`src/design/mid_side_saturating_widener_assert.svh`:
```
// ----------------------------------------------------------------------------
// Assertion macros for the mid/side widener
// Clocked on clk, disabled while rst_n is low.
// ----------------------------------------------------------------------------
`ifndef MID_SIDE_SATURATING_WIDENER_ASSERT_SVH
`define MID_SIDE_SATURATING_WIDENER_ASSERT_SVH

// condition holds at every edge
`define MSSW_ASSERT(lbl, cond, msg) \
  lbl: assert property (@(posedge clk) disable iff (!rst_n) (cond)) else $error(msg);

// antecedent implies consequent at the next edge
`define MSSW_ASSERT_NEXT(lbl, ante, cons, msg) \
  lbl: assert property (@(posedge clk) disable iff (!rst_n) (ante) |=> (cons)) else $error(msg);

`endif

```
`src/design/mssw_pkg.sv`:
```
`timescale 1ns / 1ps
// ----------------------------------------------------------------------------
// mssw_pkg
// Shared types, codes and constants of the mid/side widener.
// ----------------------------------------------------------------------------
package mssw_pkg;

  localparam logic [2:0] REG_SIDE_DENSITY = 3'd0;
  localparam logic [2:0] REG_MID_DENSITY  = 3'd1;
  localparam logic [2:0] REG_WET_MIX      = 3'd2;
  localparam logic [2:0] REG_RATE_SCALE   = 3'd3;

  localparam logic [30:0] Q30_ONE          = 31'h4000_0000;
  localparam logic [29:0] TWO_OVER_PI_Q30  = 30'd683565276;
  localparam logic [21:0] DELAY_MAX        = 22'h3F_FFFF;
  localparam logic [2:0]  HORNER_LAST      = 3'd4;

  localparam logic signed [31:0] SC1  = 32'sd1686629713;
  localparam logic signed [31:0] SC3  = -32'sd693598668;
  localparam logic signed [31:0] SC5  = 32'sd85569306;
  localparam logic signed [31:0] SC7  = -32'sd5026996;
  localparam logic signed [31:0] SC9  = 32'sd172272;
  localparam logic signed [31:0] SC11 = -32'sd3864;

  typedef enum logic [4:0] {
    OP_NOP, OP_CLR, OP_LOAD, OP_DU_MUL, OP_DU_T,
    OP_S_SQ, OP_S_T2, OP_S_HMUL, OP_S_HACC, OP_S_FMUL, OP_S_FIN,
    OP_D_SQ1, OP_D_S2, OP_D_SQ2, OP_D_S4, OP_D_OMUL, OP_D_OFF,
    OP_SAT_SETUP, OP_SAT_M1, OP_SAT_R1, OP_SAT_M2, OP_SAT_R2,
    OP_H_WR, OP_H_NEAR, OP_H_M1, OP_H_M2, OP_H_FIN,
    OP_X_ML, OP_X_MW, OP_X_OL, OP_X_MRW, OP_X_OR
  } op_t;

  typedef enum logic [4:0] {
    ST_CLEAR, ST_IDLE, ST_DU_MUL, ST_DU_T,
    ST_S_SQ, ST_S_T2, ST_S_HMUL, ST_S_HACC, ST_S_FMUL, ST_S_FIN,
    ST_D_SQ1, ST_D_S2, ST_D_SQ2, ST_D_S4, ST_D_OMUL, ST_D_OFF,
    ST_SAT_SETUP, ST_SAT_M1, ST_SAT_R1, ST_SAT_M2, ST_SAT_R2,
    ST_H_WR, ST_H_NEAR, ST_H_M1, ST_H_M2, ST_H_FIN,
    ST_X_ML, ST_X_MW, ST_X_OL, ST_X_MRW, ST_X_OR
  } state_t;

  typedef struct packed {
    op_t        op;
    logic [2:0] k;
    logic       side;
  } cmd_t;

  typedef struct packed {
    logic clr_last;
    logic dly_nz;
    logic out_free;
  } status_t;

  // Horner coefficients, innermost first after SC11
  function automatic logic signed [31:0] sine_coef(input logic [2:0] k);
    logic signed [31:0] c;
    case (k)
      3'd0:    c = SC9;
      3'd1:    c = SC7;
      3'd2:    c = SC5;
      3'd3:    c = SC3;
      default: c = SC1;
    endcase
    return c;
  endfunction

endpackage

```
`src/design/mssw_ctrl.sv`:
```
`timescale 1ns / 1ps
`include "mid_side_saturating_widener_assert.svh"
// ----------------------------------------------------------------------------
// mssw_ctrl
// Sequencer: clear sweep, delay computation, per-frame saturate, delay and mix.
// ----------------------------------------------------------------------------
module mssw_ctrl import mssw_pkg::*; (
  input  logic    clk,
  input  logic    rst_n,
  input  logic    in_valid,
  output logic    in_ready,
  input  logic    cfg_we,
  input  status_t sts,
  output cmd_t    cmd
);

  state_t     state_r, state_nxt;
  logic [2:0] k_r, k_nxt;
  logic       path_r, path_nxt;
  logic       dctx_r, dctx_nxt;

  always_ff @(posedge clk) begin
    if (!rst_n) begin
      state_r <= ST_CLEAR;
      k_r     <= '0;
      path_r  <= 1'b0;
      dctx_r  <= 1'b0;
    end else begin
      state_r <= state_nxt;
      k_r     <= k_nxt;
      path_r  <= path_nxt;
      dctx_r  <= dctx_nxt;
    end
  end

  always_comb begin
    state_nxt = state_r;
    k_nxt     = k_r;
    path_nxt  = path_r;
    dctx_nxt  = dctx_r;
    cmd.op    = OP_NOP;
    cmd.k     = k_r;
    cmd.side  = path_r;
    in_ready  = 1'b0;
    unique case (state_r)
      ST_CLEAR: begin
        cmd.op = OP_CLR;
        if (sts.clr_last) state_nxt = ST_DU_MUL;
      end
      ST_IDLE: begin
        in_ready = !cfg_we;
        if (in_valid && !cfg_we) begin
          cmd.op    = OP_LOAD;
          path_nxt  = 1'b0;
          state_nxt = ST_SAT_SETUP;
        end
      end
      ST_DU_MUL: begin
        cmd.op    = OP_DU_MUL;
        dctx_nxt  = 1'b1;
        state_nxt = ST_DU_T;
      end
      ST_DU_T: begin
        cmd.op    = OP_DU_T;
        state_nxt = ST_S_SQ;
      end
      ST_S_SQ: begin
        cmd.op    = OP_S_SQ;
        state_nxt = ST_S_T2;
      end
      ST_S_T2: begin
        cmd.op    = OP_S_T2;
        k_nxt     = '0;
        state_nxt = ST_S_HMUL;
      end
      ST_S_HMUL: begin
        cmd.op    = OP_S_HMUL;
        state_nxt = ST_S_HACC;
      end
      ST_S_HACC: begin
        cmd.op = OP_S_HACC;
        if (k_r == HORNER_LAST) begin
          state_nxt = ST_S_FMUL;
        end else begin
          k_nxt     = k_r + 3'd1;
          state_nxt = ST_S_HMUL;
        end
      end
      ST_S_FMUL: begin
        cmd.op    = OP_S_FMUL;
        state_nxt = ST_S_FIN;
      end
      ST_S_FIN: begin
        cmd.op    = OP_S_FIN;
        state_nxt = dctx_r ? ST_D_SQ1 : ST_SAT_M1;
      end
      ST_D_SQ1: begin
        cmd.op    = OP_D_SQ1;
        state_nxt = ST_D_S2;
      end
      ST_D_S2: begin
        cmd.op    = OP_D_S2;
        state_nxt = ST_D_SQ2;
      end
      ST_D_SQ2: begin
        cmd.op    = OP_D_SQ2;
        state_nxt = ST_D_S4;
      end
      ST_D_S4: begin
        cmd.op    = OP_D_S4;
        state_nxt = ST_D_OMUL;
      end
      ST_D_OMUL: begin
        cmd.op    = OP_D_OMUL;
        state_nxt = ST_D_OFF;
      end
      ST_D_OFF: begin
        cmd.op    = OP_D_OFF;
        state_nxt = ST_IDLE;
      end
      ST_SAT_SETUP: begin
        cmd.op    = OP_SAT_SETUP;
        dctx_nxt  = 1'b0;
        state_nxt = ST_S_SQ;
      end
      ST_SAT_M1: begin
        cmd.op    = OP_SAT_M1;
        state_nxt = ST_SAT_R1;
      end
      ST_SAT_R1: begin
        cmd.op    = OP_SAT_R1;
        state_nxt = ST_SAT_M2;
      end
      ST_SAT_M2: begin
        cmd.op    = OP_SAT_M2;
        state_nxt = ST_SAT_R2;
      end
      ST_SAT_R2: begin
        cmd.op = OP_SAT_R2;
        if (!path_r) begin
          path_nxt  = 1'b1;
          state_nxt = ST_SAT_SETUP;
        end else begin
          state_nxt = sts.dly_nz ? ST_H_WR : ST_X_ML;
        end
      end
      ST_H_WR: begin
        cmd.op    = OP_H_WR;
        state_nxt = ST_H_NEAR;
      end
      ST_H_NEAR: begin
        cmd.op    = OP_H_NEAR;
        state_nxt = ST_H_M1;
      end
      ST_H_M1: begin
        cmd.op    = OP_H_M1;
        state_nxt = ST_H_M2;
      end
      ST_H_M2: begin
        cmd.op    = OP_H_M2;
        state_nxt = ST_H_FIN;
      end
      ST_H_FIN: begin
        cmd.op    = OP_H_FIN;
        state_nxt = ST_X_ML;
      end
      ST_X_ML: begin
        cmd.op    = OP_X_ML;
        state_nxt = ST_X_MW;
      end
      ST_X_MW: begin
        cmd.op    = OP_X_MW;
        state_nxt = ST_X_OL;
      end
      ST_X_OL: begin
        cmd.op    = OP_X_OL;
        state_nxt = ST_X_MRW;
      end
      ST_X_MRW: begin
        cmd.op    = OP_X_MRW;
        state_nxt = ST_X_OR;
      end
      ST_X_OR: begin
        if (sts.out_free) begin
          cmd.op    = OP_X_OR;
          state_nxt = ST_IDLE;
        end
      end
      default: state_nxt = ST_IDLE;
    endcase
    if (cfg_we && state_r != ST_CLEAR) state_nxt = ST_DU_MUL;
  end

  `MSSW_ASSERT_NEXT(a_clear_to_delay, state_r == ST_CLEAR && sts.clr_last, state_r == ST_DU_MUL, "clear sweep did not start delay computation")
  `MSSW_ASSERT_NEXT(a_out_stall_hold, state_r == ST_X_OR && !sts.out_free && !cfg_we, state_r == ST_X_OR, "result dropped while output register busy")
  `MSSW_ASSERT(a_horner_bound, state_r != ST_S_HACC || k_r <= HORNER_LAST, "Horner step count out of range")

endmodule

```
`config.mk`:
```
export PLATFORM = sky130hd
export DESIGN_NAME = mssw_ctrl
export DESIGN_NICKNAME = d
export VERILOG_FILES = /design/src/design/mssw_pkg.sv /design/src/design/mssw_ctrl.sv
export VERILOG_INCLUDE_DIRS = /design/src /design/src/design
export SDC_FILE = /design/constraint.sdc
export NUM_CORES = 1
export LEC_CHECK = 0
export BUFFER_PORTS_ARGS = -buffer_cell sky130_fd_sc_hd__buf_2
export CELL_PAD_IN_SITES_DETAIL_PLACEMENT = 1
export CELL_PAD_IN_SITES_GLOBAL_PLACEMENT = 2
export CORE_MARGIN = 4
export CORE_UTILIZATION = 27
export CTS_CLUSTER_DIAMETER = 60
export DETAILED_ROUTE_END_ITERATION = 10
export MAX_ROUTING_LAYER = met4
export PLACE_DENSITY = 0.7
export REMOVE_ABC_BUFFERS = 1
export SYNTH_ARGS = -nofsm -noshare
export SYNTH_HDL_FRONTEND = slang
export SYNTH_SLANG_ARGS = --single-unit
export TNS_END_PERCENT = 100
```
`constraint.sdc`:
```
create_clock -name clk -period 1.4 [get_ports clk]
set_input_delay 0.07 -clock clk [delete_from_list [all_inputs] [get_ports clk]]
set_output_delay 0.07 -clock clk [all_outputs]
set_load 0.1 [all_outputs]
```
==> results by stage <==
Power and ir drop:
- The combinational fraction of design power is 80.3%.
- IR analysis of the VDD net gives a maximum drop of 1900 uV.
- Power spread over the standard cell area amounts to 2130 nW/um2.
- Of the total power, the share spent switching nets is 51.0%.
- The switching power total is 1.97 mW.
- The completed layout was analyzed and its total power is 3.86 mW.
- Of the total power, registers draw 12.5%.
- The fraction of power consumed by the clock network is 7.1%.
- The leakage power of the design is 0.696 nW.
- The design internal power is 1.89 mW.

STA:
- The highest clock rate is 572 MHz.
- The final setup skew is 0.0119 ns.
- The post-layout minimum cycle time is 1.75 ns.
- The final hold violation count came to 0.
- In this run the tightest slew margin relative to its limit is 67.8%.
- After layout, the worst setup slack is -0.349 ns.
- For the pin with the worst max-slew slack, the measured transition is 0.487 ns.
- In the final timing run, aggregate negative setup slack is -2.07 ns.
- Setup repair after global routing could not meet its margin everywhere.
- The number of setup violations in the final report is 11.
- After layout, the worst path uses 125% of the clock period.
- The final number of max-transition violations is 0.

Logic synthesis:
- The proportion of register bits with asynchronous set or reset after synthesis is 0%.
- In the synthesized netlist, the number of instances is 134.
- Counting distinct cell types in the post-synthesis netlist gives 41.
- During synthesis, Yosys emitted a total of 0 warnings.
- Ranked by total cell area, the synthesized netlist is headed by sky130_fd_sc_hd__dfxtp_1 21%, sky130_fd_sc_hd__o21ai_0 6.3%, sky130_fd_sc_hd__nand2_1 6.3%, sky130_fd_sc_hd__a21oi_1 4.7%, sky130_fd_sc_hd__buf_2 4.7%.
- After synthesis, flip-flops and latches occupy 21.0% of the total area.
- Dividing the synthesized area by the synthesized cell count gives 7.11 um2.
- Counting flops and latches in the post-synthesis netlist gives 10.
- The cell area that synthesis handed to floorplanning was 952 um2.
- sky130_fd_sc_hd__dfxtp_1 takes more of the synthesized area than any other cell.
- The area fraction of the dominant cell type after synthesis is 21.0%.
- The synthesized design contains 0 enable-type register cells.
- The flip-flop cell with the highest count after synthesis is sky130_fd_sc_hd__dfxtp_1.

Critical path:
- The signal arrival time at the worst endpoint is 1.92 ns.
- The sort of element at the end of the critical path is a flop.
- The worst reg-to-reg setup slack is -0.35 ns.
- The data required time of the critical path is 1.57 ns.
- The category of the worst setup path launch point is a flop.
- Along the worst path, the maximum fanout reaches 10.
- The number of cells on the worst reg-to-reg path is 7.
- The classification of the worst setup path is flop to flop.

Min path:
- Along the worst hold path, the cell count comes to 2.
- The worst hold path belongs to the class input pin to flop.

Global route:
- The sum of overflow across all layers after global routing is 0.
- The pin count of the biggest net entering global routing is 21.
- In the global route stage, overall resource usage came out at 20.1%.
- The via count of the first global-routing pass is 1380.
- The global-route wire length before repair is 6630 um.
- The number of antenna violations at the first check in global routing came to 0.

CTS:
- Clock-pin slew was measured on the worst setup and hold paths at 0.08 ns.
- The hold buffer count at CTS is 0.
- The number of buffers added by the clock tree synthesis step is 3.
- CTS built an H-tree with a depth of 1.
- The source-to-sink clock delay at the later pin of the worst-skew pair is 0.28 ns.
- The root buffer cell chosen for the clock tree is sky130_fd_sc_hd__clkbuf_4.
- The buffer levels on the longest clock path is 2.
- The clock tree from TritonCTS is yes.
- The TritonCTS sink count is 10.

Final layout:
- The net count of the finished layout is 202.
- Compared with the post-synthesis result, the final layout area differs by 90.1%.
- The repair_antennas step left the layout with diodes totalling 0.
- The fraction of final layout cells with drive strength greater than 1 is 59.9%.
- The post-route standard cell area excluding fillers is 1810 um2.
- Cells fill 53.8% of the core in the end.
- The area taken by flip-flops and latches is 221 um2.
- Summing all multi-input logic gate instances after layout gives 851 um2.
- The layout has 409 filler cells.

Drt:
- The final layout contains routed wiring with a total length of 4890 um.
- The remaining antenna violation count after routing is 0.
- For this run, the detailed router's first-pass iteration total came to 4.
- The initial detailed-routing violation count is 43.
- For this run, design rule violations remaining after detail routing come to 0.
- After detailed routing, the average wire length per cell comes to 20.5 um.
- The via count normalized by instance count is 5.58.
- The total via count in the routed design is 1328.

Placement:
- The placed instance area is 1410 um2.
- Buffers placed on the I/O ports in this run total 16.
- At the end of routability-driven placement, the weighted congestion stood at 0.981.
- The HPWL reported at the end of detailed placement is 2990 um.

Die:
- After floorplanning, the core was divided into 21 placement rows.
- From left edge to right edge, the die measures 67.4 um.
- In this run the standard cell core region covers 3360 um2.
- The height of the chip is 67.4 um.
- The initial core utilization is 28.3%.
- The number of I/O pins is 17.
- The die covers 4540 um2.

Outcome:
- The checks that failed: setup timing.
- The flow ran to the end, but the final reports show violations.

Run:
- Across the run, the number of max-cap violations was 0.
[routing by layer]
metal	part of all wire, %	track usage, %
met1	40	23.2
met2	53	35.2
met3	3.9	2.16
met4	3.1	8.61
met5	0	-
[cell usage after synthesis (2+ instances only)]
master / n
sky130_fd_sc_hd__a21boi_0: 3
sky130_fd_sc_hd__a21oi_1: 9
sky130_fd_sc_hd__a22oi_1: 2
sky130_fd_sc_hd__a31oi_1: 5
sky130_fd_sc_hd__buf_2: 9
sky130_fd_sc_hd__dfxtp_1: 10
sky130_fd_sc_hd__ha_1: 2
sky130_fd_sc_hd__inv_1: 8
sky130_fd_sc_hd__nand2_1: 16
sky130_fd_sc_hd__nand2b_1: 5
sky130_fd_sc_hd__nand4_1: 3
sky130_fd_sc_hd__nor2_1: 9
sky130_fd_sc_hd__nor2b_1: 3
sky130_fd_sc_hd__nor4_1: 3
sky130_fd_sc_hd__nor4bb_1: 2
sky130_fd_sc_hd__o2111ai_1: 2
sky130_fd_sc_hd__o21ai_0: 12
sky130_fd_sc_hd__o22ai_1: 6
sky130_fd_sc_hd__o311ai_0: 2
sky130_fd_sc_hd__o31a_1: 2
[final cells by class]
| cell class | instances | share of cell area (%) |
|---|---|---|
| Clock buffer | 4 | 2.00 |
| Inverter | 8 | 1.66 |
| Multi-Input combinational cell | 104 | 47.0 |
| Sequential cell | 10 | 12.2 |
| Tap cell | 46 | 3.18 |
| Timing Repair Buffer | 66 | 33.9 |
[worst max-delay path, stage by stage (launching register included)]
cell                        delay (ns)
sky130_fd_sc_hd__dfxtp_4          0.36
sky130_fd_sc_hd__buf_12           0.14
sky130_fd_sc_hd__buf_4            0.16
sky130_fd_sc_hd__o31a_1           0.29
sky130_fd_sc_hd__o22ai_2          0.10
sky130_fd_sc_hd__nand2_1          0.09
sky130_fd_sc_hd__o2111ai_1        0.18
sky130_fd_sc_hd__nor4bb_4         0.32
[cells in the final DEF (no fill, tap or decap), types with 4 or more instances in the layout]
cell / n
sky130_fd_sc_hd__buf_4: 37
sky130_fd_sc_hd__nand2_1: 13
sky130_fd_sc_hd__buf_2: 11
sky130_fd_sc_hd__buf_6: 9
sky130_fd_sc_hd__o21ai_0: 7
sky130_fd_sc_hd__buf_12: 7
sky130_fd_sc_hd__inv_2: 5
sky130_fd_sc_hd__nor2_1: 5
sky130_fd_sc_hd__a31oi_1: 5
sky130_fd_sc_hd__dfxtp_4: 5
sky130_fd_sc_hd__nand2b_1: 4
sky130_fd_sc_hd__a21oi_2: 4
sky130_fd_sc_hd__a21oi_1: 4
[repair_timing]
item	4_1_cts	5_1_grt
pin swaps	5	13
gates cloned	0	2
resized for setup	42	38
setup endpoints to repair	15	15
hold endpoints to repair	0	0
setup buffers	3	5
[kinds of logic after synthesis]
kind of cell	count (synthesis)	share of synthesized area [%]
adders and majority gates	2	2.63
AOI/OAI and AO/OA	49	34.6
xor gates and xnor gates	1	0.920
buffers and inverters	20	10.2
and+or+nand+nor	51	29.6
muxes	1	1.05
DFF	10	21.0
[stage by stage]
step,worst slack (ns),std cells,hold slack (ns)
floorplan,-1.76,122,0.198
global placement,-0.254,224,0.399
detailed placement,-0.340,224,0.398
CTS,-0.199,231,0.100
global route,-0.381,238,0.108
finish,-0.349,238,0.108
[power groups by stage]
stage / Combinational (mW) / Clock (mW) / Sequential [mW]
finish: 3.10 / 0.275 / 0.484
floorplan: 1.08 / 0 / 0.548
CTS: 2.62 / 0.273 / 0.467
global placement: 2.27 / 0 / 0.456
global route: 3.25 / 0.297 / 0.492
detailed placement: 2.30 / 0 / 0.455
[path summary, 6_finish.rpt]
| kind | startpoint | end |
|---|---|---|
| setup reg to reg | state_r[1] | state_r[0] |
| setup / recovery | state_r[1] | state_r[0] |
| hold / removal | rst_n | state_r[1] |
| hold reg to reg | path_r | path_r |
[flip-flops by register name, indices dropped and copies added, names as in the netlist]
name / count
state_r: 5
k_r: 3
path_r: 1
dctx_r: 1
No activity file was read; power rests on OpenSTA's default activity.
